## config.mk

```make
export PLATFORM = sky130hd
export DESIGN_NAME = sliding_window_retransmit_endpoint_flat
export DESIGN_NICKNAME = d
export VERILOG_FILES = /design/src/hw/rtl/swr_pkg.sv /design/src/hw/rtl/swr_req_if.sv /design/src/hw/rtl/swr_rsp_if.sv /design/src/hw/rtl/sliding_window_retransmit_endpoint.sv /design/src/hw/rtl/swr_cell.sv /design/src/flat_wrapper.sv
export VERILOG_INCLUDE_DIRS = /design/src /design/src/hw/rtl
export SDC_FILE = /design/constraint.sdc
export NUM_CORES = 1
export LEC_CHECK = 0
export BUFFER_PORTS_ARGS = -buffer_cell sky130_fd_sc_hd__buf_2
export CORE_ASPECT_RATIO = 1.25
export CORE_MARGIN = 4
export CORE_UTILIZATION = 50
export DETAILED_ROUTE_END_ITERATION = 8
export PLACE_DENSITY = 0.68
export SLEW_MARGIN = 10
export SYNTH_ARGS = -nofsm -noshare
export SYNTH_HDL_FRONTEND = slang
export SYNTH_SLANG_ARGS = --single-unit
```

## constraint.sdc

```tcl
create_clock -name clock -period 7.26 [get_ports clock]
set_clock_uncertainty 0.2 [all_clocks]
set_input_delay 0.726 -clock clock [delete_from_list [all_inputs] [get_ports clock]]
set_output_delay 0.726 -clock clock [all_outputs]
set_load 0.1 [all_outputs]
```

## src/hw/rtl/sliding_window_retransmit_endpoint_macros.svh

```systemverilog
// assertion helpers used by the endpoint module
`ifndef SLIDING_WINDOW_RETRANSMIT_ENDPOINT_MACROS_SVH
`define SLIDING_WINDOW_RETRANSMIT_ENDPOINT_MACROS_SVH

// immediate implication checked every cycle outside reset
`define SWR_ASSERT_NOW(label, clk, rst, pre, post, msg) \
   label: assert property (@(posedge clk) disable iff (rst) (pre) |-> (post)) else $error(msg);

// implication whose consequent is checked in the next cycle
`define SWR_ASSERT_NEXT(label, clk, rst, pre, post, msg) \
   label: assert property (@(posedge clk) disable iff (rst) (pre) |=> (post)) else $error(msg);

`endif

```

## src/hw/rtl/swr_pkg.sv

```systemverilog
package swr_pkg;

   localparam int WINDOW      = 8;
   localparam int SEQ_MODULO  = 256;
   localparam int MULT_RESET  = SEQ_MODULO / WINDOW;
   localparam int TX_LIMIT    = (WINDOW < 8) ? WINDOW : 8;

   localparam logic [1:0] ACT_SEND = 2'd0;
   localparam logic [1:0] ACT_TICK = 2'd1;
   localparam logic [1:0] ACT_ACK  = 2'd2;
   localparam logic [1:0] ACT_RECV = 2'd3;

   localparam logic [0:0] REG_MAX_RETRIES = 1'b0;

   typedef struct packed {
      logic [3:0]  retries;
      logic [7:0]  seq;
      logic [15:0] tag;
   } entry_type;

   typedef struct packed {
      logic      shift;
      logic      load;
      entry_type data;
   } cell_ctl_type;

endpackage

```

## src/hw/rtl/swr_req_if.sv

```systemverilog
interface swr_req_if;
   logic        valid;
   logic        ready;
   logic [1:0]  action;
   logic [15:0] msg_tag;
   logic [7:0]  seq_in;

   modport source (output valid, action, msg_tag, seq_in, input ready);
   modport sink (input valid, action, msg_tag, seq_in, output ready);
endinterface

```

## src/hw/rtl/swr_rsp_if.sv

```systemverilog
interface swr_rsp_if;
   logic        valid;
   logic        ready;
   logic        kind;
   logic [15:0] out_tag;
   logic [7:0]  out_seq;
   logic        accepted;
   logic        queue_full;
   logic        arm_timer;
   logic [4:0]  pending;
   logic        last;

   modport source (output valid, kind, out_tag, out_seq, accepted, queue_full, arm_timer,
                   pending, last, input ready);
   modport sink (input valid, kind, out_tag, out_seq, accepted, queue_full, arm_timer,
                 pending, last, output ready);
endinterface

```

## src/hw/rtl/sliding_window_retransmit_endpoint.sv

```systemverilog
// Sliding-window retransmit endpoint. Requests are send (0), timer tick (1), ack (2) and
// receive (3); each request yields one to eight results, the final one flagged by last, and
// every result carries the queue occupancy left after the request. The retransmit queue is a
// row of QUEUE_DEPTH cells with the head in cell 0; the whole row shifts one step toward the
// head per cycle during a pass. Send and receive each go straight to a single result. A tick
// passes every queued entry through the row, then emits its results; an ack pops the entries
// it covers from the head and then runs a tick pass, but an ack that empties the queue goes
// straight to its single result. One request is in flight at a time.
// max_retries sits at byte address 0 of the register port and applies to messages queued
// after it is written.
`include "sliding_window_retransmit_endpoint_macros.svh"

module sliding_window_retransmit_endpoint #(
   parameter int QUEUE_DEPTH = 16
) (
   input  logic            clock,
   input  logic            reset,
   swr_req_if.sink         req_ch,
   swr_rsp_if.source       rsp_ch,
   input  logic            csr_psel,
   input  logic            csr_penable,
   input  logic            csr_pwrite,
   input  logic [2:0]      csr_paddr,
   input  logic [31:0]     csr_pwdata,
   output logic [31:0]     csr_prdata,
   output logic            csr_pready
);

   localparam int CW = $clog2(QUEUE_DEPTH + 1);
   localparam int IW = $clog2(QUEUE_DEPTH);
   localparam int TX_LIMIT_N = swr_pkg::TX_LIMIT;

   localparam logic [1:0] ST_IDLE = 2'd0;
   localparam logic [1:0] ST_PASS = 2'd1;
   localparam logic [1:0] ST_ACK  = 2'd2;
   localparam logic [1:0] ST_EMIT = 2'd3;

   logic [1:0]    state_ff, state_in;
   logic [CW-1:0] cnt_ff, cnt_in;
   logic [CW-1:0] rem_ff, rem_in;
   logic [3:0]    writes_ff, writes_in;
   logic [3:0]    k_ff, k_in;
   logic [3:0]    nres_ff, nres_in;
   logic          use_buf_ff, use_buf_in;
   logic          sr_kind_ff, sr_kind_in;
   logic [15:0]   sr_tag_ff, sr_tag_in;
   logic [7:0]    sr_seq_ff, sr_seq_in;
   logic          sr_acc_ff, sr_acc_in;
   logic          sr_full_ff, sr_full_in;
   logic          arm_ff, arm_in;
   logic [7:0]    ack_seq_ff, ack_seq_in;
   logic [7:0]    nss_ff, nss_in;
   logic [8:0]    exp_ff, exp_in;
   logic [6:0]    mult_ff, mult_in;
   logic [3:0]    max_ret_ff, max_ret_in;
   logic [15:0]   buf_tag_ff [TX_LIMIT_N];
   logic [7:0]    buf_seq_ff [TX_LIMIT_N];

   logic               buf_we;
   logic [2:0]         buf_idx;
   logic               q_shift;
   logic               q_load;
   logic [IW-1:0]      q_idx;
   swr_pkg::entry_type q_data;
   swr_pkg::entry_type head;
   swr_pkg::entry_type cell_q [QUEUE_DEPTH];

   logic       req_fire;
   logic       rsp_fire;
   logic       csr_wr;
   logic [3:0] ret_left;
   logic [7:0] win_hi;
   logic       win_hit;
   logic       rsp_last;

   assign head     = cell_q[0];
   assign req_fire = req_ch.valid & req_ch.ready;
   assign rsp_fire = rsp_ch.valid & rsp_ch.ready;
   assign csr_wr   = csr_psel & csr_penable & csr_pwrite & csr_pready
                     & (csr_paddr[2] == swr_pkg::REG_MAX_RETRIES);

   assign csr_pready = 1'b1;
   assign csr_prdata = (csr_paddr[2] == swr_pkg::REG_MAX_RETRIES) ? {28'd0, max_ret_ff} : 32'd0;

   genvar gi;
   generate
      for (gi = 0; gi < QUEUE_DEPTH; gi++) begin : g_cell
         swr_pkg::cell_ctl_type ctl;
         swr_pkg::entry_type    right;
         assign ctl.shift = q_shift;
         assign ctl.load  = q_load && (q_idx == IW'(gi));
         assign ctl.data  = q_data;
         if (gi == QUEUE_DEPTH - 1) begin : g_tail
            assign right = cell_q[gi];
         end else begin : g_mid
            assign right = cell_q[gi + 1];
         end
         swr_cell u_cell (
            .clock (clock),
            .ctl   (ctl),
            .right (right),
            .q     (cell_q[gi])
         );
      end
   endgenerate

   always_comb begin
      state_in   = state_ff;
      cnt_in     = cnt_ff;
      rem_in     = rem_ff;
      writes_in  = writes_ff;
      k_in       = k_ff;
      nres_in    = nres_ff;
      use_buf_in = use_buf_ff;
      sr_kind_in = sr_kind_ff;
      sr_tag_in  = sr_tag_ff;
      sr_seq_in  = sr_seq_ff;
      sr_acc_in  = sr_acc_ff;
      sr_full_in = sr_full_ff;
      arm_in     = arm_ff;
      ack_seq_in = ack_seq_ff;
      nss_in     = nss_ff;
      exp_in     = exp_ff;
      mult_in    = mult_ff;
      max_ret_in = csr_wr ? csr_pwdata[3:0] : max_ret_ff;
      buf_we     = 1'b0;
      buf_idx    = writes_ff[2:0];
      q_shift    = 1'b0;
      q_load     = 1'b0;
      q_idx      = cnt_ff[IW-1:0];
      q_data     = head;
      ret_left   = head.retries;
      win_hi     = 8'd0;
      win_hit    = 1'b0;

      unique case (state_ff)
         ST_IDLE: begin
            if (req_fire) begin
               use_buf_in = 1'b0;
               k_in       = 4'd0;
               sr_kind_in = 1'b1;
               sr_tag_in  = 16'd0;
               sr_seq_in  = 8'd0;
               sr_acc_in  = 1'b0;
               sr_full_in = 1'b0;
               arm_in     = 1'b0;
               unique case (req_ch.action)
                  swr_pkg::ACT_SEND: begin
                     state_in = ST_EMIT;
                     if (32'(cnt_ff) >= 32'(QUEUE_DEPTH)) begin
                        sr_full_in = 1'b1;
                     end else begin
                        q_load      = 1'b1;
                        q_data.tag  = req_ch.msg_tag;
                        q_data.seq  = nss_ff;
                        q_data.retries = max_ret_ff;
                        cnt_in      = cnt_ff + CW'(1);
                        nss_in      = 8'((32'(nss_ff) + 32'd1) % swr_pkg::SEQ_MODULO);
                        sr_seq_in   = nss_ff;
                        if (32'(cnt_ff) < 32'(swr_pkg::WINDOW - 1)) begin
                           sr_kind_in = 1'b0;
                           sr_tag_in  = req_ch.msg_tag;
                           arm_in     = 1'b1;
                        end
                     end
                  end
                  swr_pkg::ACT_TICK: begin
                     rem_in    = cnt_ff;
                     writes_in = 4'd0;
                     state_in  = ST_PASS;
                  end
                  swr_pkg::ACT_ACK: begin
                     ack_seq_in = req_ch.seq_in;
                     state_in   = ST_ACK;
                  end
                  default: begin
                     win_hi  = 8'((32'(exp_ff) + 32'(swr_pkg::WINDOW) * 32'(mult_ff))
                                  % swr_pkg::SEQ_MODULO);
                     win_hit = (exp_ff <= {1'b0, req_ch.seq_in})
                               || ((req_ch.seq_in < win_hi) && ({1'b0, win_hi} < exp_ff));
                     if (win_hit) begin
                        mult_in = 7'd1;
                        exp_in  = {1'b0, req_ch.seq_in} + 9'd1;
                     end else if (32'(mult_ff) <= 32'(swr_pkg::MULT_RESET)) begin
                        mult_in = {mult_ff[5:0], 1'b0};
                     end
                     sr_acc_in = win_hit;
                     state_in  = ST_EMIT;
                  end
               endcase
            end
         end
         ST_PASS: begin
            if (rem_ff == '0) begin
               k_in     = 4'd0;
               arm_in   = (cnt_ff != '0);
               state_in = ST_EMIT;
               if (writes_ff == 4'd0) begin
                  use_buf_in = 1'b0;
                  sr_kind_in = 1'b1;
                  sr_tag_in  = 16'd0;
                  sr_seq_in  = 8'd0;
                  sr_acc_in  = 1'b0;
                  sr_full_in = 1'b0;
               end else begin
                  use_buf_in = 1'b1;
                  nres_in    = writes_ff;
               end
            end else begin
               q_shift = 1'b1;
               rem_in  = rem_ff - CW'(1);
               if ((head.retries != 4'd0) && (writes_ff < 4'(TX_LIMIT_N))) begin
                  buf_we    = 1'b1;
                  writes_in = writes_ff + 4'd1;
                  ret_left  = head.retries - 4'd1;
               end
               if (ret_left != 4'd0) begin
                  // entry survives: it goes back in at the tail slot the shift leaves open
                  q_load         = 1'b1;
                  q_idx          = IW'(cnt_ff - CW'(1));
                  q_data.retries = ret_left;
               end else begin
                  cnt_in = cnt_ff - CW'(1);
               end
            end
         end
         ST_ACK: begin
            win_hi  = 8'((32'(head.seq) + 32'(swr_pkg::WINDOW)) % swr_pkg::SEQ_MODULO);
            win_hit = (head.seq <= ack_seq_ff)
                      || ((ack_seq_ff < win_hi) && (win_hi < head.seq));
            if ((cnt_ff != '0) && win_hit) begin
               q_shift = 1'b1;
               cnt_in  = cnt_ff - CW'(1);
            end else if (cnt_ff != '0) begin
               rem_in    = cnt_ff;
               writes_in = 4'd0;
               state_in  = ST_PASS;
            end else begin
               use_buf_in = 1'b0;
               k_in       = 4'd0;
               sr_kind_in = 1'b1;
               sr_tag_in  = 16'd0;
               sr_seq_in  = 8'd0;
               sr_acc_in  = 1'b0;
               sr_full_in = 1'b0;
               arm_in     = 1'b0;
               state_in   = ST_EMIT;
            end
         end
         default: begin
            if (rsp_fire) begin
               if (use_buf_ff && ((k_ff + 4'd1) < nres_ff)) begin
                  k_in = k_ff + 4'd1;
               end else begin
                  state_in = ST_IDLE;
               end
            end
         end
      endcase
   end

   always_ff @(posedge clock) begin
      if (reset) begin
         state_ff   <= ST_IDLE;
         cnt_ff     <= '0;
         rem_ff     <= '0;
         writes_ff  <= 4'd0;
         k_ff       <= 4'd0;
         nres_ff    <= 4'd0;
         use_buf_ff <= 1'b0;
         arm_ff     <= 1'b0;
         nss_ff     <= 8'd0;
         exp_ff     <= 9'd0;
         mult_ff    <= 7'(swr_pkg::MULT_RESET);
         max_ret_ff <= 4'd3;
      end else begin
         state_ff   <= state_in;
         cnt_ff     <= cnt_in;
         rem_ff     <= rem_in;
         writes_ff  <= writes_in;
         k_ff       <= k_in;
         nres_ff    <= nres_in;
         use_buf_ff <= use_buf_in;
         arm_ff     <= arm_in;
         nss_ff     <= nss_in;
         exp_ff     <= exp_in;
         mult_ff    <= mult_in;
         max_ret_ff <= max_ret_in;
      end
   end

   always_ff @(posedge clock) begin
      sr_kind_ff <= sr_kind_in;
      sr_tag_ff  <= sr_tag_in;
      sr_seq_ff  <= sr_seq_in;
      sr_acc_ff  <= sr_acc_in;
      sr_full_ff <= sr_full_in;
      ack_seq_ff <= ack_seq_in;
      if (buf_we) begin
         buf_tag_ff[buf_idx] <= head.tag;
         buf_seq_ff[buf_idx] <= head.seq;
      end
   end

   assign rsp_last = !use_buf_ff || ((k_ff + 4'd1) == nres_ff);

   assign req_ch.ready       = (state_ff == ST_IDLE);
   assign rsp_ch.valid       = (state_ff == ST_EMIT);
   assign rsp_ch.kind        = use_buf_ff ? 1'b0 : sr_kind_ff;
   assign rsp_ch.out_tag     = use_buf_ff ? buf_tag_ff[k_ff[2:0]] : sr_tag_ff;
   assign rsp_ch.out_seq     = use_buf_ff ? buf_seq_ff[k_ff[2:0]] : sr_seq_ff;
   assign rsp_ch.accepted    = use_buf_ff ? 1'b0 : sr_acc_ff;
   assign rsp_ch.queue_full  = use_buf_ff ? 1'b0 : sr_full_ff;
   assign rsp_ch.arm_timer   = rsp_last & arm_ff;
   assign rsp_ch.pending     = 5'(cnt_ff);
   assign rsp_ch.last        = rsp_last;

   `SWR_ASSERT_NOW(a_cnt_bound, clock, reset, 1'b1, 32'(cnt_ff) <= 32'(QUEUE_DEPTH),
                   "queue count overflow")
   `SWR_ASSERT_NEXT(a_req_busy, clock, reset, req_fire, state_ff != ST_IDLE,
                    "request not taken up")
   `SWR_ASSERT_NOW(a_buf_index, clock, reset, rsp_ch.valid && use_buf_ff,
                   (k_ff < nres_ff) && (nres_ff <= 4'(TX_LIMIT_N)), "result index out of range")

endmodule

```

## src/hw/rtl/swr_cell.sv

```systemverilog
module swr_cell (
   input  logic                  clock,
   input  swr_pkg::cell_ctl_type ctl,
   input  swr_pkg::entry_type    right,
   output swr_pkg::entry_type    q
);

   swr_pkg::entry_type data_ff;

   // a load from control wins over the shift toward the head
   always_ff @(posedge clock) begin
      if (ctl.load) begin
         data_ff <= ctl.data;
      end else if (ctl.shift) begin
         data_ff <= right;
      end
   end

   assign q = data_ff;

endmodule
```

## src/flat_wrapper.sv

```systemverilog
// flat-port wrapper written by rule: the top's interface ports become plain ports
module sliding_window_retransmit_endpoint_flat 
#(
   parameter int QUEUE_DEPTH = 16
)
  (clock, reset, csr_psel, csr_penable, csr_pwrite, csr_paddr, csr_pwdata, csr_prdata, csr_pready, req_ch_valid, req_ch_action, req_ch_msg_tag, req_ch_seq_in, req_ch_ready, rsp_ch_valid, rsp_ch_kind, rsp_ch_out_tag, rsp_ch_out_seq, rsp_ch_accepted, rsp_ch_queue_full, rsp_ch_arm_timer, rsp_ch_pending, rsp_ch_last, rsp_ch_ready);
  swr_req_if req_ch_i ();
  swr_rsp_if rsp_ch_i ();
  input  logic clock;
  input  logic reset;
  input  logic csr_psel;
  input  logic csr_penable;
  input  logic csr_pwrite;
  input  logic [2:0] csr_paddr;
  input  logic [31:0] csr_pwdata;
  output logic [31:0] csr_prdata;
  output logic csr_pready;
  input wire logic [$bits(req_ch_i.valid)-1:0] req_ch_valid;
  input wire logic [$bits(req_ch_i.action)-1:0] req_ch_action;
  input wire logic [$bits(req_ch_i.msg_tag)-1:0] req_ch_msg_tag;
  input wire logic [$bits(req_ch_i.seq_in)-1:0] req_ch_seq_in;
  output wire logic [$bits(req_ch_i.ready)-1:0] req_ch_ready;
  output wire logic [$bits(rsp_ch_i.valid)-1:0] rsp_ch_valid;
  output wire logic [$bits(rsp_ch_i.kind)-1:0] rsp_ch_kind;
  output wire logic [$bits(rsp_ch_i.out_tag)-1:0] rsp_ch_out_tag;
  output wire logic [$bits(rsp_ch_i.out_seq)-1:0] rsp_ch_out_seq;
  output wire logic [$bits(rsp_ch_i.accepted)-1:0] rsp_ch_accepted;
  output wire logic [$bits(rsp_ch_i.queue_full)-1:0] rsp_ch_queue_full;
  output wire logic [$bits(rsp_ch_i.arm_timer)-1:0] rsp_ch_arm_timer;
  output wire logic [$bits(rsp_ch_i.pending)-1:0] rsp_ch_pending;
  output wire logic [$bits(rsp_ch_i.last)-1:0] rsp_ch_last;
  input wire logic [$bits(rsp_ch_i.ready)-1:0] rsp_ch_ready;
  assign req_ch_i.valid = req_ch_valid;
  assign req_ch_i.action = req_ch_action;
  assign req_ch_i.msg_tag = req_ch_msg_tag;
  assign req_ch_i.seq_in = req_ch_seq_in;
  assign req_ch_ready = req_ch_i.ready;
  assign rsp_ch_valid = rsp_ch_i.valid;
  assign rsp_ch_kind = rsp_ch_i.kind;
  assign rsp_ch_out_tag = rsp_ch_i.out_tag;
  assign rsp_ch_out_seq = rsp_ch_i.out_seq;
  assign rsp_ch_accepted = rsp_ch_i.accepted;
  assign rsp_ch_queue_full = rsp_ch_i.queue_full;
  assign rsp_ch_arm_timer = rsp_ch_i.arm_timer;
  assign rsp_ch_pending = rsp_ch_i.pending;
  assign rsp_ch_last = rsp_ch_i.last;
  assign rsp_ch_i.ready = rsp_ch_ready;
  sliding_window_retransmit_endpoint #(.QUEUE_DEPTH(QUEUE_DEPTH)) u_core (.clock(clock), .reset(reset), .req_ch(req_ch_i), .rsp_ch(rsp_ch_i), .csr_psel(csr_psel), .csr_penable(csr_penable), .csr_pwrite(csr_pwrite), .csr_paddr(csr_paddr), .csr_pwdata(csr_pwdata), .csr_prdata(csr_prdata), .csr_pready(csr_pready));
endmodule
```

# Word-level counts from Yosys, hierarchy flattened
# Memory sizes are Yosys's and may differ from the RTL's. A register that Yosys moved wholly into a read port is not among the register bits.
# Cells that the tools add are included.
# classes
reduce_logical,65
addsub,10
n_bitwise,10
muxes,151
magnitude_cmp,11
n_eq_ne,35
# op_table
op,count
$mux W28,33
$mux W16,9
$mux W4,21
$mux W8,8
$mux W5,11
$pmux W16 S3,1
$mux W1,40
$eq A4 B4 Y1 const B,8
$reduce_bool A2 Y1,16
$pmux W5 S3,2
$lt A8 B8 Y1,3
$mux W24,1
$pmux W4 S3,2
$pmux W8 S3,1
$logic_and A1 B1 Y1,21
$reduce_and A6 Y1,3
$eq A4 B3 Y1 const B,4
$ne A2 B2 Y1 const B,8
$reduce_bool A4 Y1,4
$pmux W1 S3,5
$mux W7,2
$reduce_and A7 Y1,2
$mux W2,6
$mux W3,4
other kinds (40),67
# word_totals
elab_cells,350
reg_bits,537
output_inout_bits,69
ram_bits,192
mem_count,2
inputBits,68
# mem_list
name,words,word_bits,rd,rd_ports_with_merged_regs,write_ports,line,text
u_core.buf_tag_ff,8,16,1,1,1,sliding_window_retransmit_endpoint.sv:56,logic [15:0] buf_tag_ff [TX_LIMIT_N];
u_core.buf_seq_ff,8,8,1,1,1,sliding_window_retransmit_endpoint.sv:57,logic [7:0] buf_seq_ff [TX_LIMIT_N];

# Logic depth before layout (Yosys ltp)
# Gate-level depths: netlist of the first run.
# logic_depth
word_depth,12
ltp_mapped,13
ltp_nobuf,12

# By module
# A second synthesis of the first run with hierarchy kept.
# hier_totals
hier_cells,2101
area_unflattened_um2,33593.5
# by_module_without_submodules
module,seq_area_each_um2,cells_per_inst,instances,area_per_inst_um2
swr_cell,840.8,60,16,1223.7
sliding_window_retransmit_endpoint,7957.6,1141,1,14014.7

# Worst setup path after synthesis of the first run
# OpenSTA, ideal clock, no wires.
# synth_timing
path_kind,register to register
from,register u_core.cnt_ff[0] (netlist: u_core.rsp_ch.pending[0])
to,register u_core.g_cell[15].u_cell.data_ff (netlist bit u_core.g_cell[15].u_cell.q[0]) (enable)
path_buffers,2
path_stages_with_launch,7
required_ps,6568
synth_period_minus_slack_ps,5764
setup_slack_ps,1496
setup_time_ps,492
arrival_ps,5072
cell_sequence,dfxtp_1 > clkbuf_1 > inv_1 > ha_1 > buf_1 > mux2i_1 > o41ai_1
# synth_rtl
item,line,text
from (decl),sliding_window_retransmit_endpoint.sv:39,"logic [CW-1:0] cnt_ff, cnt_in;"
from (signal assigned),sliding_window_retransmit_endpoint.sv:278,cnt_ff <= cnt_in;
to (signal assigned),swr_cell.sv:13,data_ff <= ctl.data;
to (signal assigned),swr_cell.sv:15,data_ff <= right;
to (decl),swr_cell.sv:8,swr_pkg::entry_type data_ff;

# Worst setup path in the final report of the first run
# layout_timing
from,register u_core.state_ff[1]
to,register u_core.g_cell[8].u_cell.data_ff (netlist bit u_core.g_cell[8].u_cell.q[3]) (enable)
# layout_via
elab_chain_cells,6
elab_cells_between_ends,11
classes_between,3 x eq/ne; 4 x mux; 1 x bitwise; 3 x reduce/logical
# layout_lines
item,line,text
from (decl),sliding_window_retransmit_endpoint.sv:38,"logic [1:0] state_ff, state_in;"
from (signal assigned),sliding_window_retransmit_endpoint.sv:277,state_ff <= state_in;
$logic_not A2 Y1,"sliding_window_retransmit_endpoint.sv:136, sliding_window_retransmit_endpoint.sv:307",
$and A1 B1 Y1,sliding_window_retransmit_endpoint.sv:77,assign req_fire = req_ch.valid & req_ch.ready;
$mux W1,sliding_window_retransmit_endpoint.sv:138,if (req_fire) begin
$pmux W1 S2,sliding_window_retransmit_endpoint.sv:136,unique case (state_ff)
$logic_and A1 B1 Y1,sliding_window_retransmit_endpoint.sv:91,assign ctl.load = q_load && (q_idx == IW'(gi));
$reduce_bool A2 Y1 (no line) (*),-,
to (signal assigned),swr_cell.sv:13,
to (signal assigned),swr_cell.sv:15,
to (decl),swr_cell.sv:8,
# Every way passes the cells marked *; elsewhere a longest branch is shown, timed or not.
# A chain may end at the register's enable or synchronous reset.

==> run_results.csv, run 1 <==
group,metric,value,unit
timing,fin_tns_setup,0,ns
clocking,postCtsHoldBufs,0,
timing,drv_slew,0,
worst_hold_path,hold_class,"input port to flop",
power_and_ir_drop,ir_drop,0.1666,mV
timing,rsz0062_at_grt,"no",
layout,mostFrequentLayoutCells,"675 x edfxtp_1, 321 x mux2_2, 107 x nand2_1",
run_status,run_status,"complete, no violations",
layout,layout_commonest_cell,"edfxtp_1",
synth,synth.avg_cell_area,15.76,um^2
placed_design,gp_congestion,0.8566,
floorplan,die_y,294.4,um
clocking,clkTransAtPathRegs,0.06,ns
clocking,cts_setup_buffers,0,
synth,synth_ff_type,"edfxtp_1",
setup_path,startpoint,"u_core.state_ff[1]$_SDFFE_PP0P_",
drt,vias_per_cell,5.532,
flow_run,cap_violations,0,
layout,layout-drive-gt1-share,0.2957,
synth,synth_cells,2082,
setup_path,critPathMaxFanout,29,
floorplan,ios,137,
timing,fmax,190.7,MHz
grt,grt_start_max_net_pins,62,
floorplan,num_rows,104,
setup_path,cp-end-kind,"flop",
setup_path,critical_path_class,"flop to flop",
synth,synth_warnings,0,
power_and_ir_drop,power,12.25,mW
setup_path,critPathArrivalTime,5.10,ns
timing,setup_viol,0,
drt,drtIter0Drc,1104,
timing,fin_crit,5.243,ns
layout,regArea,0.02142,mm^2
timing,hold_violations,0,
placed_design,hpwl,39780,um
layout,stdcell_count,3048,
worst_hold_path,hp-start,"csr_pwdata[3]",
power_and_ir_drop,p_leak,12.42,nW
floorplan,die_w,237.2,um
setup_path,required,7.12,ns
synth,yosysSeqAreaShare,0.6524,
synth,ys_types,72,
layout,synthToLayoutAreaGrowth,10.68,%
placed_design,portBuffers,77,
drt,wire_per_inst,19.61,um
grt,first_global_vias,17388,
clocking,htreeDepth,3,
drt,num_vias,16862,
drt,first_pass_iters,5,
setup_path,r2r_start,"u_core.state_ff[1]$_SDFFE_PP0P_",
synth,ys_ff_latch,732,
timing,maxSlewHeadroom,0.1912,
floorplan,design.core.area,0.06467,mm^2
clocking,cts_made_buffers,73,
clocking,clockRootBuffer,"clkbuf_16",
timing,period_share,0.7221,
clocking,worstSkewPairLatency,0.61,ns
synth,synthTopCellsByArea,"edfxtp_1 62%, mux2_2 11%, dfxtp_1 3.5%",
clocking,clock_sink_count,732,
clocking,max-clock-path-buffers,3,
grt,grt_pass1_wl,95760,um
timing,worst_pin_slew,1.205,ns
floorplan,initial_core_util,0.5075,
layout,fillCellCount,4977,
drt,drtAntennaViolNets,0,
synth,synth_top_area_share,0.6176,
synth,async_reset_ff_frac,0,
power_and_ir_drop,p_per_area,337.2,mW/mm^2
layout,multi_input_area,0.01063,mm^2
synth,synth_edf_count,675,
drt,wl,59760,um
synth,syn_area,0.03282,mm^2
grt,overflow,0,
grt,grt_use_total,0.1702,
floorplan,die-area,0.06983,mm^2
setup_path,critPathLaunchType,"flop",
synth,synth_area_leader_cell,"edfxtp_1",
layout,nNetsFinal,2274,
clocking,cts-resized-gates,0,
grt,antenna_found_initial,2,
clocking,cts_tree,"done",
placed_design,placed_cells,2915,
drt,route.detailed.drc,0,
[area by class of cell]
cell class                 instances  area share
clock inverter                    34     0.01002
tap                              848     0.02921
clock buffer                      97     0.05449
multi-input combinational       1162      0.2925
inverter                          62    0.006407
timing repair buffer             111     0.01764
antenna                            2   0.0001378
sequential                       732      0.5896
[per-stage QoR]
step | setup slack, ns | cell area [um^2] | util | hold slack [ns]
final | 2.017 | 36320 | 0.5617 | 0.1765
after global routing | 1.710 | 36320 | 0.5617 | 0.1683
after CTS | 1.967 | 36300 | 0.5613 | 0.1465
after detailed placement | 1.975 | 33960 | 0.5251 | 0.2612
after global placement | 2.202 | 33960 | 0.5251 | 0.2524
after floorplan | 1.496 | 32920 | - | 0.2443
[where the power goes]
group,leakage [nW],total (mW),internal (mW),switching (mW)
combinational,4.69,2.92,0.751,2.17
clock,1.14,3.71,2.15,1.57
sequential,6.59,5.61,5.37,0.246
[sequential cells by signal (all words and copies together) (netlist names), 4 cells and up, named ones only]
register	flops
u_core.sr_tag_ff	16
u_core.nss_ff	8
u_core.exp_ff	9
u_core.buf_tag_ff	128
u_core.rem_ff	5
u_core.sr_seq_ff	8
u_core.rsp_ch.pending	5
u_core.nres_ff	4
u_core.g_cell.u_cell.q	448
u_core.mult_ff	7
u_core.ack_seq_ff	8
u_core.max_ret_ff	4
u_core.writes_ff	4
u_core.buf_seq_ff	64
u_core.k_ff	4
[worst max-delay path, cell delays in order, from the launching register on]
cell and delay [ns]:
dfxtp_1 0.33, inv_1 0.10, ha_1 0.74, clkinv_1 0.49, nor2_1 0.56, nand2_4 0.40, a31oi_4 0.88, nand2_1 0.96
[final timing paths]
check	to	cells after the start	slack [ns]
min reg2reg	u_core.k_ff[3]$_SDFFE_PP0P_	2	0.27
max reg2reg	u_core.g_cell[8].u_cell.q[3]$_DFFE_PP_	7	2.02
max	u_core.g_cell[8].u_cell.q[3]$_DFFE_PP_	7	2.02
min	u_core.max_ret_ff[3]$_SDFFE_PP0P_	3	0.18
[cell families (layout without fill, tap and decap cells)]
group,Yosys count,in the layout,share of synthesized area
muxes,503,503,0.1898
buffers and inverters,215,304,0.03442
other,2,31,0.0002288
xor gates and xnor gates,27,27,0.007205
AOI/OAI and AO/OA,176,176,0.03606
adders and majority gates,64,64,0.02463
and+or+nand+nor,363,363,0.05532
DFF,732,732,0.6524
[Yosys cell counts (all sizes together) (3+ instances only)]
| cell | number |
|---|---|
| or2 | 5 |
| and2 | 29 |
| and3 | 6 |
| mux4 | 48 |
| nor4 | 5 |
| mux2 | 420 |
| xor2 | 12 |
| edfxtp | 675 |
| inv | 61 |
| mux2i | 35 |
| nor4b | 4 |
| a21boi | 3 |
| or3 | 6 |
| nor2 | 95 |
| a211o | 9 |
| nor2b | 17 |
| o41ai | 5 |
| o32ai | 3 |
| nand4 | 4 |
| nor3 | 17 |
| a22o | 4 |
| o31ai | 11 |
| xnor2 | 15 |
| a211oi | 12 |
| a22oi | 3 |
| o2111ai | 3 |
| nand2b | 19 |
| a21oi | 59 |
| o21ai | 29 |
| clkbuf | 56 |
| ha | 63 |
| a31oi | 14 |
| or4 | 3 |
| nand3b | 3 |
| nand2 | 110 |
| nand3 | 25 |
| o211ai | 3 |
| nor3b | 10 |
| buf | 97 |
| dfxtp | 57 |
| a21o | 5 |
[routing by layer]
layer	up-vias	routed length (um)	GRT usage	part of all wire
met3	99	2572	0.02854	0.043
met5	-	0	0	0
met1	8399	24540	0.2096	0.41
li1	8004	-	-	-
met4	0	1514	0.05783	0.025
met2	360	31130	0.3054	0.52
Note: power is estimated with default switching activity, not from simulation.
==> inputs of run 2 (changes only) <==
--- a/config.mk
+++ b/config.mk
@@ -6,12 +6,13 @@
 export SDC_FILE = /design/constraint.sdc
 export NUM_CORES = 1
 export LEC_CHECK = 0
+export ABC_AREA = 1
 export BUFFER_PORTS_ARGS = -buffer_cell sky130_fd_sc_hd__buf_2
 export CORE_ASPECT_RATIO = 1.25
 export CORE_MARGIN = 4
 export CORE_UTILIZATION = 50
 export DETAILED_ROUTE_END_ITERATION = 8
-export PLACE_DENSITY = 0.68
+export PLACE_DENSITY = 0.7
 export SLEW_MARGIN = 10
 export SYNTH_ARGS = -nofsm -noshare
 export SYNTH_HDL_FRONTEND = slang
==> constraint.sdc (replaced) <==
create_clock -name clock -period 4.5 [get_ports clock]
set_clock_uncertainty 0.2 [all_clocks]
set_input_delay 0.45 -clock clock [delete_from_list [all_inputs] [get_ports clock]]
set_output_delay 0.45 -clock clock [all_outputs]
set_load 0.1 [all_outputs]
==> run 2 against run 1 <==
Clock power grew 60%. Wire length up 23%. Worst hold slack worse by 0.079 ns. Non-clock buffer count rose by 103.
==> run_results.csv, run 2 <==
group,metric,value,unit
run_status,run_status,"complete, no violations",
timing,setup_viol,0,
drt,wl,73570,um
floorplan,initial_core_util,0.5055,
clocking,max-clock-path-buffers,3,
grt,grt_pass1_wl,118400,um
grt,overflow,0,
floorplan,die_w,240.7,um
synth,synth.avg_cell_area,10.19,um^2
setup_path,max_stage_delay,0.62,ns
drt,drtAntennaViolNets,0,
clocking,clkTransAtPathRegs,0.06,ns
setup_path,critPathLaunchType,"flop",
synth,async_reset_ff_frac,0,
clocking,htreeDepth,3,
drt,num_vias,23324,
layout,fin_util,0.5628,
drt,drtIter0Drc,1741,
layout,layout-drive-gt1-share,0.09655,
clocking,cts-resized-gates,0,
floorplan,ios,137,
floorplan,num_rows,106,
worst_hold_path,hold_class,"input port to flop",
layout,largest_reg_flops,448,
clocking,cts_tree,"done",
layout,regArea,0.02142,mm^2
layout,layout_commonest_cell,"nand2_1",
synth,synthTopCellsByArea,"edfxtp_1 60%, nand2_1 12%, nand3_1 6.9%",
clocking,worstSkewPairLatency,0.61,ns
synth,synth.most_common_cell,"nand2_1",
synth,synth_warnings,0,
floorplan,design.core.area,0.06698,mm^2
clocking,clock_sink_count,732,
timing,worst_pin_slew,1.140,ns
power_and_ir_drop,p_leak,15.29,nW
setup_path,required,4.56,ns
grt,antenna_found_initial,0,
grt,grt_use_total,0.2026,
setup_path,slowest_stage,"edfxtp_1",
drt,vias_per_cell,5.408,
setup_path,critical_path_class,"flop to flop",
synth,yosys-top-cells-count,"1098 x nand2_1, 675 x edfxtp_1, 467 x nand3_1, 175 x inv_1, 114 x a21oi_1",
timing,drv_slew,0,
timing,rsz0062_at_grt,"no",
timing,hold_violations,0,
floorplan,die-area,0.07197,mm^2
synth,syn_area,0.03386,mm^2
synth,ys_ff_latch,732,
timing,maxSlewHeadroom,0.2399,
grt,grt_start_max_net_pins,145,
synth,synth_top_area_share,0.5987,
layout,multi_input_area,0.01064,mm^2
clocking,postCtsHoldBufs,30,
timing,fin_crit,3.855,ns
placed_design,gp_congestion,0.8605,
grt,first_global_vias,22828,
setup_path,cp_common_cell,"nand2_1",
layout,nNetsFinal,3522,
clocking,cts_setup_buffers,0,
setup_path,path_buf_inv,3,
timing,hold_slack,0.09746,ns
timing,period_share,0.8568,
clocking,clockRootBuffer,"clkbuf_16",
placed_design,portBuffers,77,
setup_path,cp_top_family,"simple AND/OR/NAND/NOR gates",
layout,fillCellCount,5483,
setup_path,crit_chain,"inv_1, nor3_1, ha_1, ha_1, nand2_1, o21ai_0, nor2_1, nand3_1, nand2_1, nand2_1, nand2_1, nand2_1, buf_4, nand2_1, buf_4",
power_and_ir_drop,p_per_area,612.9,mW/mm^2
layout,num_antenna_cells,0,
power_and_ir_drop,ir_drop,0.4621,mV
placed_design,hpwl,48640,um
clocking,cts_made_buffers,74,
timing,fmax,259.4,MHz
layout,mostFrequentLayoutCells,"1098 x nand2_1, 675 x edfxtp_1, 467 x nand3_1",
setup_path,critPathArrivalTime,3.91,ns
flow_run,cap_violations,0,
floorplan,die_y,298.9,um
synth,synth_cells,3321,
synth,synth_area_leader_cell,"edfxtp_1",
drt,wire_per_inst,17.06,um
setup_path,cp-end-kind,"flop",
synth,yosysSeqAreaShare,0.6324,
synth,ys_types,49,
drt,route.detailed.drc,0,
timing,fin_tns_setup,0,ns
layout,synthToLayoutAreaGrowth,11.33,%
setup_path,critPathMaxFanout,28,
drt,first_pass_iters,6,
synth,synth_edf_count,675,
synth,synth_ff_type,"edfxtp_1",
## run 2: changes by cell type after synthesis, sizes merged, moves of 13 or more
cell | before | now
buf | 97 | 145
and2 | 29 | 1
nand2 | 110 | 1107
clkbuf | 56 | 103
inv | 61 | 178
mux2i | 35 | 48
nor2b | 17 | 0
o21ai | 29 | 130
nand2b | 19 | 0
a21oi | 59 | 116
mux2 | 420 | 0
o211ai | 3 | 50
mux4 | 48 | 0
nand3 | 25 | 470
## run 2: cell families after synthesis
family,count (synthesis),share of synthesized area
compound gates,313,0.05218
xor+xnor,24,0.006209
fa+ha+maj,64,0.02387
buf+inv,428,0.05725
flops,732,0.6324
mux,48,0.01419
other cells,2,0.0002218
simple gates,1710,0.2137
## run 2: tightest hold or removal path: stages
cell	delay, ns
buf_2	0.11
inv_1	0.10
nor2_1	0.08
## run 2: metrics by stage
| step | std cells | setup WS, ns | area, um^2 | power [mW] |
|---|---|---|---|---|
| global placement | 4148 | 0.6397 | 35080 | 17.12 |
| global route | 4313 | 0.3190 | 37690 | 24.27 |
| finish | 4313 | 0.6446 | 37690 | 23.10 |
| detailed placement | 4148 | 0.6859 | 35080 | 17.29 |
| floorplan | 3348 | 0.5872 | 33960 | 15.29 |
| CTS | 4313 | 0.6475 | 37690 | 23.23 |
## run 2: cell type report
cell class,instances,share of cell area
inverter,180,0.01793
tap,864,0.02868
multi-input combinational,2188,0.2822
sequential,732,0.5682
clock inverter,38,0.008432
timing repair buffer,214,0.04183
clock buffer,97,0.05278
## run 2: per-layer routing
layer / global-route usage / vias to the layer above / share of wire
met3: 0.02584 / 125 / 0.053
li1: - / 11438 / -
met5: 0 / - / 0
met1: 0.2406 / 11120 / 0.39
met2: 0.3786 / 641 / 0.53
met4: 0.06505 / 0 / 0.025
## run 2: where the power goes
group,switching [mW],internal [mW]
sequential,0.491,9.01
combinational,6.03,1.65
clock,2.59,3.32
total,9.12,14.0
## run 2: final timing paths
kind | from | to | slack [ns] | cells after the start
worst min register to register | u_core.nres_ff[1]$_SDFFE_PP0P_ | u_core.nres_ff[1]$_SDFFE_PP0P_ | 0.26 | 2
worst min-delay path | req_ch_msg_tag[1] | u_core.sr_tag_ff[1]$_SDFFCE_PP0P_ | 0.1 | 3
worst max register to register | u_core.g_cell[0].u_cell.q[21]$_DFFE_PP_ | u_core.g_cell[6].u_cell.q[3]$_DFFE_PP_ | 0.64 | 15
worst max-delay path | u_core.g_cell[0].u_cell.q[21]$_DFFE_PP_ | u_core.g_cell[6].u_cell.q[3]$_DFFE_PP_ | 0.64 | 15
==> inputs of run 3 (changes only) <==
--- a/config.mk
+++ b/config.mk
@@ -12,6 +12,7 @@
 export CORE_MARGIN = 4
 export CORE_UTILIZATION = 50
 export DETAILED_ROUTE_END_ITERATION = 8
+export GPL_TIMING_DRIVEN = 0
 export PLACE_DENSITY = 0.7
 export SLEW_MARGIN = 10
 export SYNTH_ARGS = -nofsm -noshare
==> run 3 against run 2 <==
Critical path depth decreased by 6. Fmax fell by 13%. Register-to-register slack got worse by 0.55 ns. Final cell count increased by 3.2%. Largest cell class unchanged. Highest routed layer unchanged.
==> run_results.csv, run 3 (synthesized netlist as in run 2, its figures left out) <==
group,metric,value,unit
clocking,cts_tree,"done",
drt,wl,95350,um
grt,overflow,0,
timing,setup_viol,0,
setup_path,path_buf_inv,4,
floorplan,die_w,240.7,um
clocking,clkTransAtPathRegs,0.06,ns
setup_path,cp_top_family,"buffers and inverters",
drt,routed-wl-met2,46250,um
drt,drtIter0Drc,2607,
grt,grt_start_max_net_pins,29,
placed_design,portBuffers,77,
clocking,htreeDepth,3,
drt,num_vias,25177,
setup_path,critical_path_class,"flop to flop",
drt,vias_per_cell,5.654,
floorplan,ios,137,
floorplan,die-area,0.07197,mm^2
timing,worst_pin_slew,1.263,ns
power_and_ir_drop,power,24.14,mW
setup_path,cp.depth,9,
layout,nNetsFinal,3662,
setup_path,required,4.73,ns
power_and_ir_drop,p_per_area,630.8,mW/mm^2
grt,grt_use_total,0.2610,
setup_path,critPathMaxFanout,10,
clocking,clock_sink_count,732,
setup_path,critPathArrivalTime,4.64,ns
setup_path,cp_common_cell,"clkbuf_1",
drt,top_layer_used,"met4",
placed_design,placed_cells,4299,
timing,hold_slack,0.03802,ns
clocking,worstSkewPairLatency,0.61,ns
layout,fillCellCount,5565,
power_and_ir_drop,p_leak,15.53,nW
floorplan,num_rows,106,
drt,route.detailed.drc,0,
timing,fin_crit,4.409,ns
setup_path,critPathLaunchType,"flop",
layout,synthToLayoutAreaGrowth,13.01,%
timing,fmax,226.8,MHz
power_and_ir_drop,ir_drop,0.6651,mV
run_status,run_status,"complete, no violations",
placed_design,gp_congestion,0.8784,
timing,hold_violations,0,
layout,fin_util,0.5713,
drt,first_pass_iters,6,
layout,multi_input_area,0.01078,mm^2
timing,maxSlewHeadroom,0.1580,
timing,fin_tns_setup,0,ns
layout,largest_reg_flops,448,
layout,mostFrequentLayoutCells,"1082 x nand2_1, 675 x edfxtp_1, 467 x nand3_1",
worst_hold_path,holdPathStages,3,
drt,drtAntennaViolNets,0,
timing,drv_slew,0,
layout,stdcell_count,4453,
drt,met3_length,8046,um
setup_path,worstRegToRegCells,9,
floorplan,design.core.area,0.06698,mm^2
layout,regArea,0.02141,mm^2
floorplan,initial_core_util,0.5055,
clocking,clockRootBuffer,"clkbuf_16",
clocking,cts_made_buffers,71,
grt,antenna_found_initial,1,
clocking,max-clock-path-buffers,3,
drt,route.layer.met1.wl,34770,um
setup_path,slowest_stage,"o21ai_1",
drt,wire_per_inst,21.41,um
flow_run,cap_violations,0,
setup_path,max_stage_delay,0.91,ns
layout,layout_commonest_cell,"nand2_1",
grt,first_global_vias,23604,
timing,rsz0062_at_grt,"no",
floorplan,die_y,298.9,um
setup_path,crit_chain,"inv_1, ha_1, clkbuf_1, nand4_1, clkbuf_1, o21ai_1, clkbuf_1, nand3_1, nand2_1",
grt,grt_pass1_wl,141300,um
placed_design,hpwl,66910,um
setup_path,cp-end-kind,"flop",
layout,layout-drive-gt1-share,0.1079,
timing,period_share,0.9797,
worst_hold_path,hold_class,"input port to flop",
run 3: cell count changes in the layout (fill, tap and decap cells not counted), moves of 9 or more:
cell,delta
buf_2,+73
clkbuf_1,+97
nand2_1,-16
nand2_4,+10
dlygate4sd3_1,-12
buf_1,+12
buf_4,-39
buf_6,+9
run 3: final timing paths:
| kind | start | endpoint | slack, ns |
|---|---|---|---|
| max | u_core.state_ff[0]$_SDFFE_PP0P_ | u_core.g_cell[6].u_cell.q[18]$_DFFE_PP_ | 0.09 |
| min | req_ch_msg_tag[6] | u_core.sr_tag_ff[6]$_SDFFCE_PP0P_ | 0.04 |
| max reg2reg | u_core.state_ff[0]$_SDFFE_PP0P_ | u_core.g_cell[6].u_cell.q[18]$_DFFE_PP_ | 0.09 |
| min reg2reg | u_core.nres_ff[3]$_SDFFE_PP0P_ | u_core.nres_ff[3]$_SDFFE_PP0P_ | 0.26 |
run 3: worst min-delay path: stages:
cell,delay [ns]
buf_2,0.08
inv_1,0.08
nor2_1,0.12
run 3: layer usage:
layer	up-vias	global-route usage
li1	11727	-
met1	11849	0.3119
met2	1295	0.4447
met3	306	0.04606
met4	0	0.1481
met5	-	0
run 3: metrics by stage:
stage	area [um^2]	setup WS, ns
after detailed placement	35640	-1.024
after CTS	38230	0.01428
after global placement	35420	-0.9767
after global routing	38250	0.04083
after floorplan	33960	0.5872
final	38260	0.09118
run 3: cell type report:
class                   count  area share
inverters                 180     0.01766
repair buffers            109     0.01962
clock buffers              95     0.05262
diodes                      3   0.0001962
multi-input cells        2188      0.2818
clock inverters            34    0.007194
well taps                 864     0.02825
flip-flops and latches    732      0.5596
plain buffers             248     0.03309
run 3: timing repair:
action                                  4_1_cts  5_1_grt
hold endpoints to repair                     18        0
hold buffers                                 18        0
endpoints found under the setup margin      420      299
cloned                                        0        0
buffers inserted                              4        0
gates resized for setup                      27        3
run 3: power breakdown:
part	internal, mW	switching [mW]	total, mW
combinational	1.73	6.84	8.57
clock	3.38	2.57	5.96
sequential	9.02	0.592	9.61
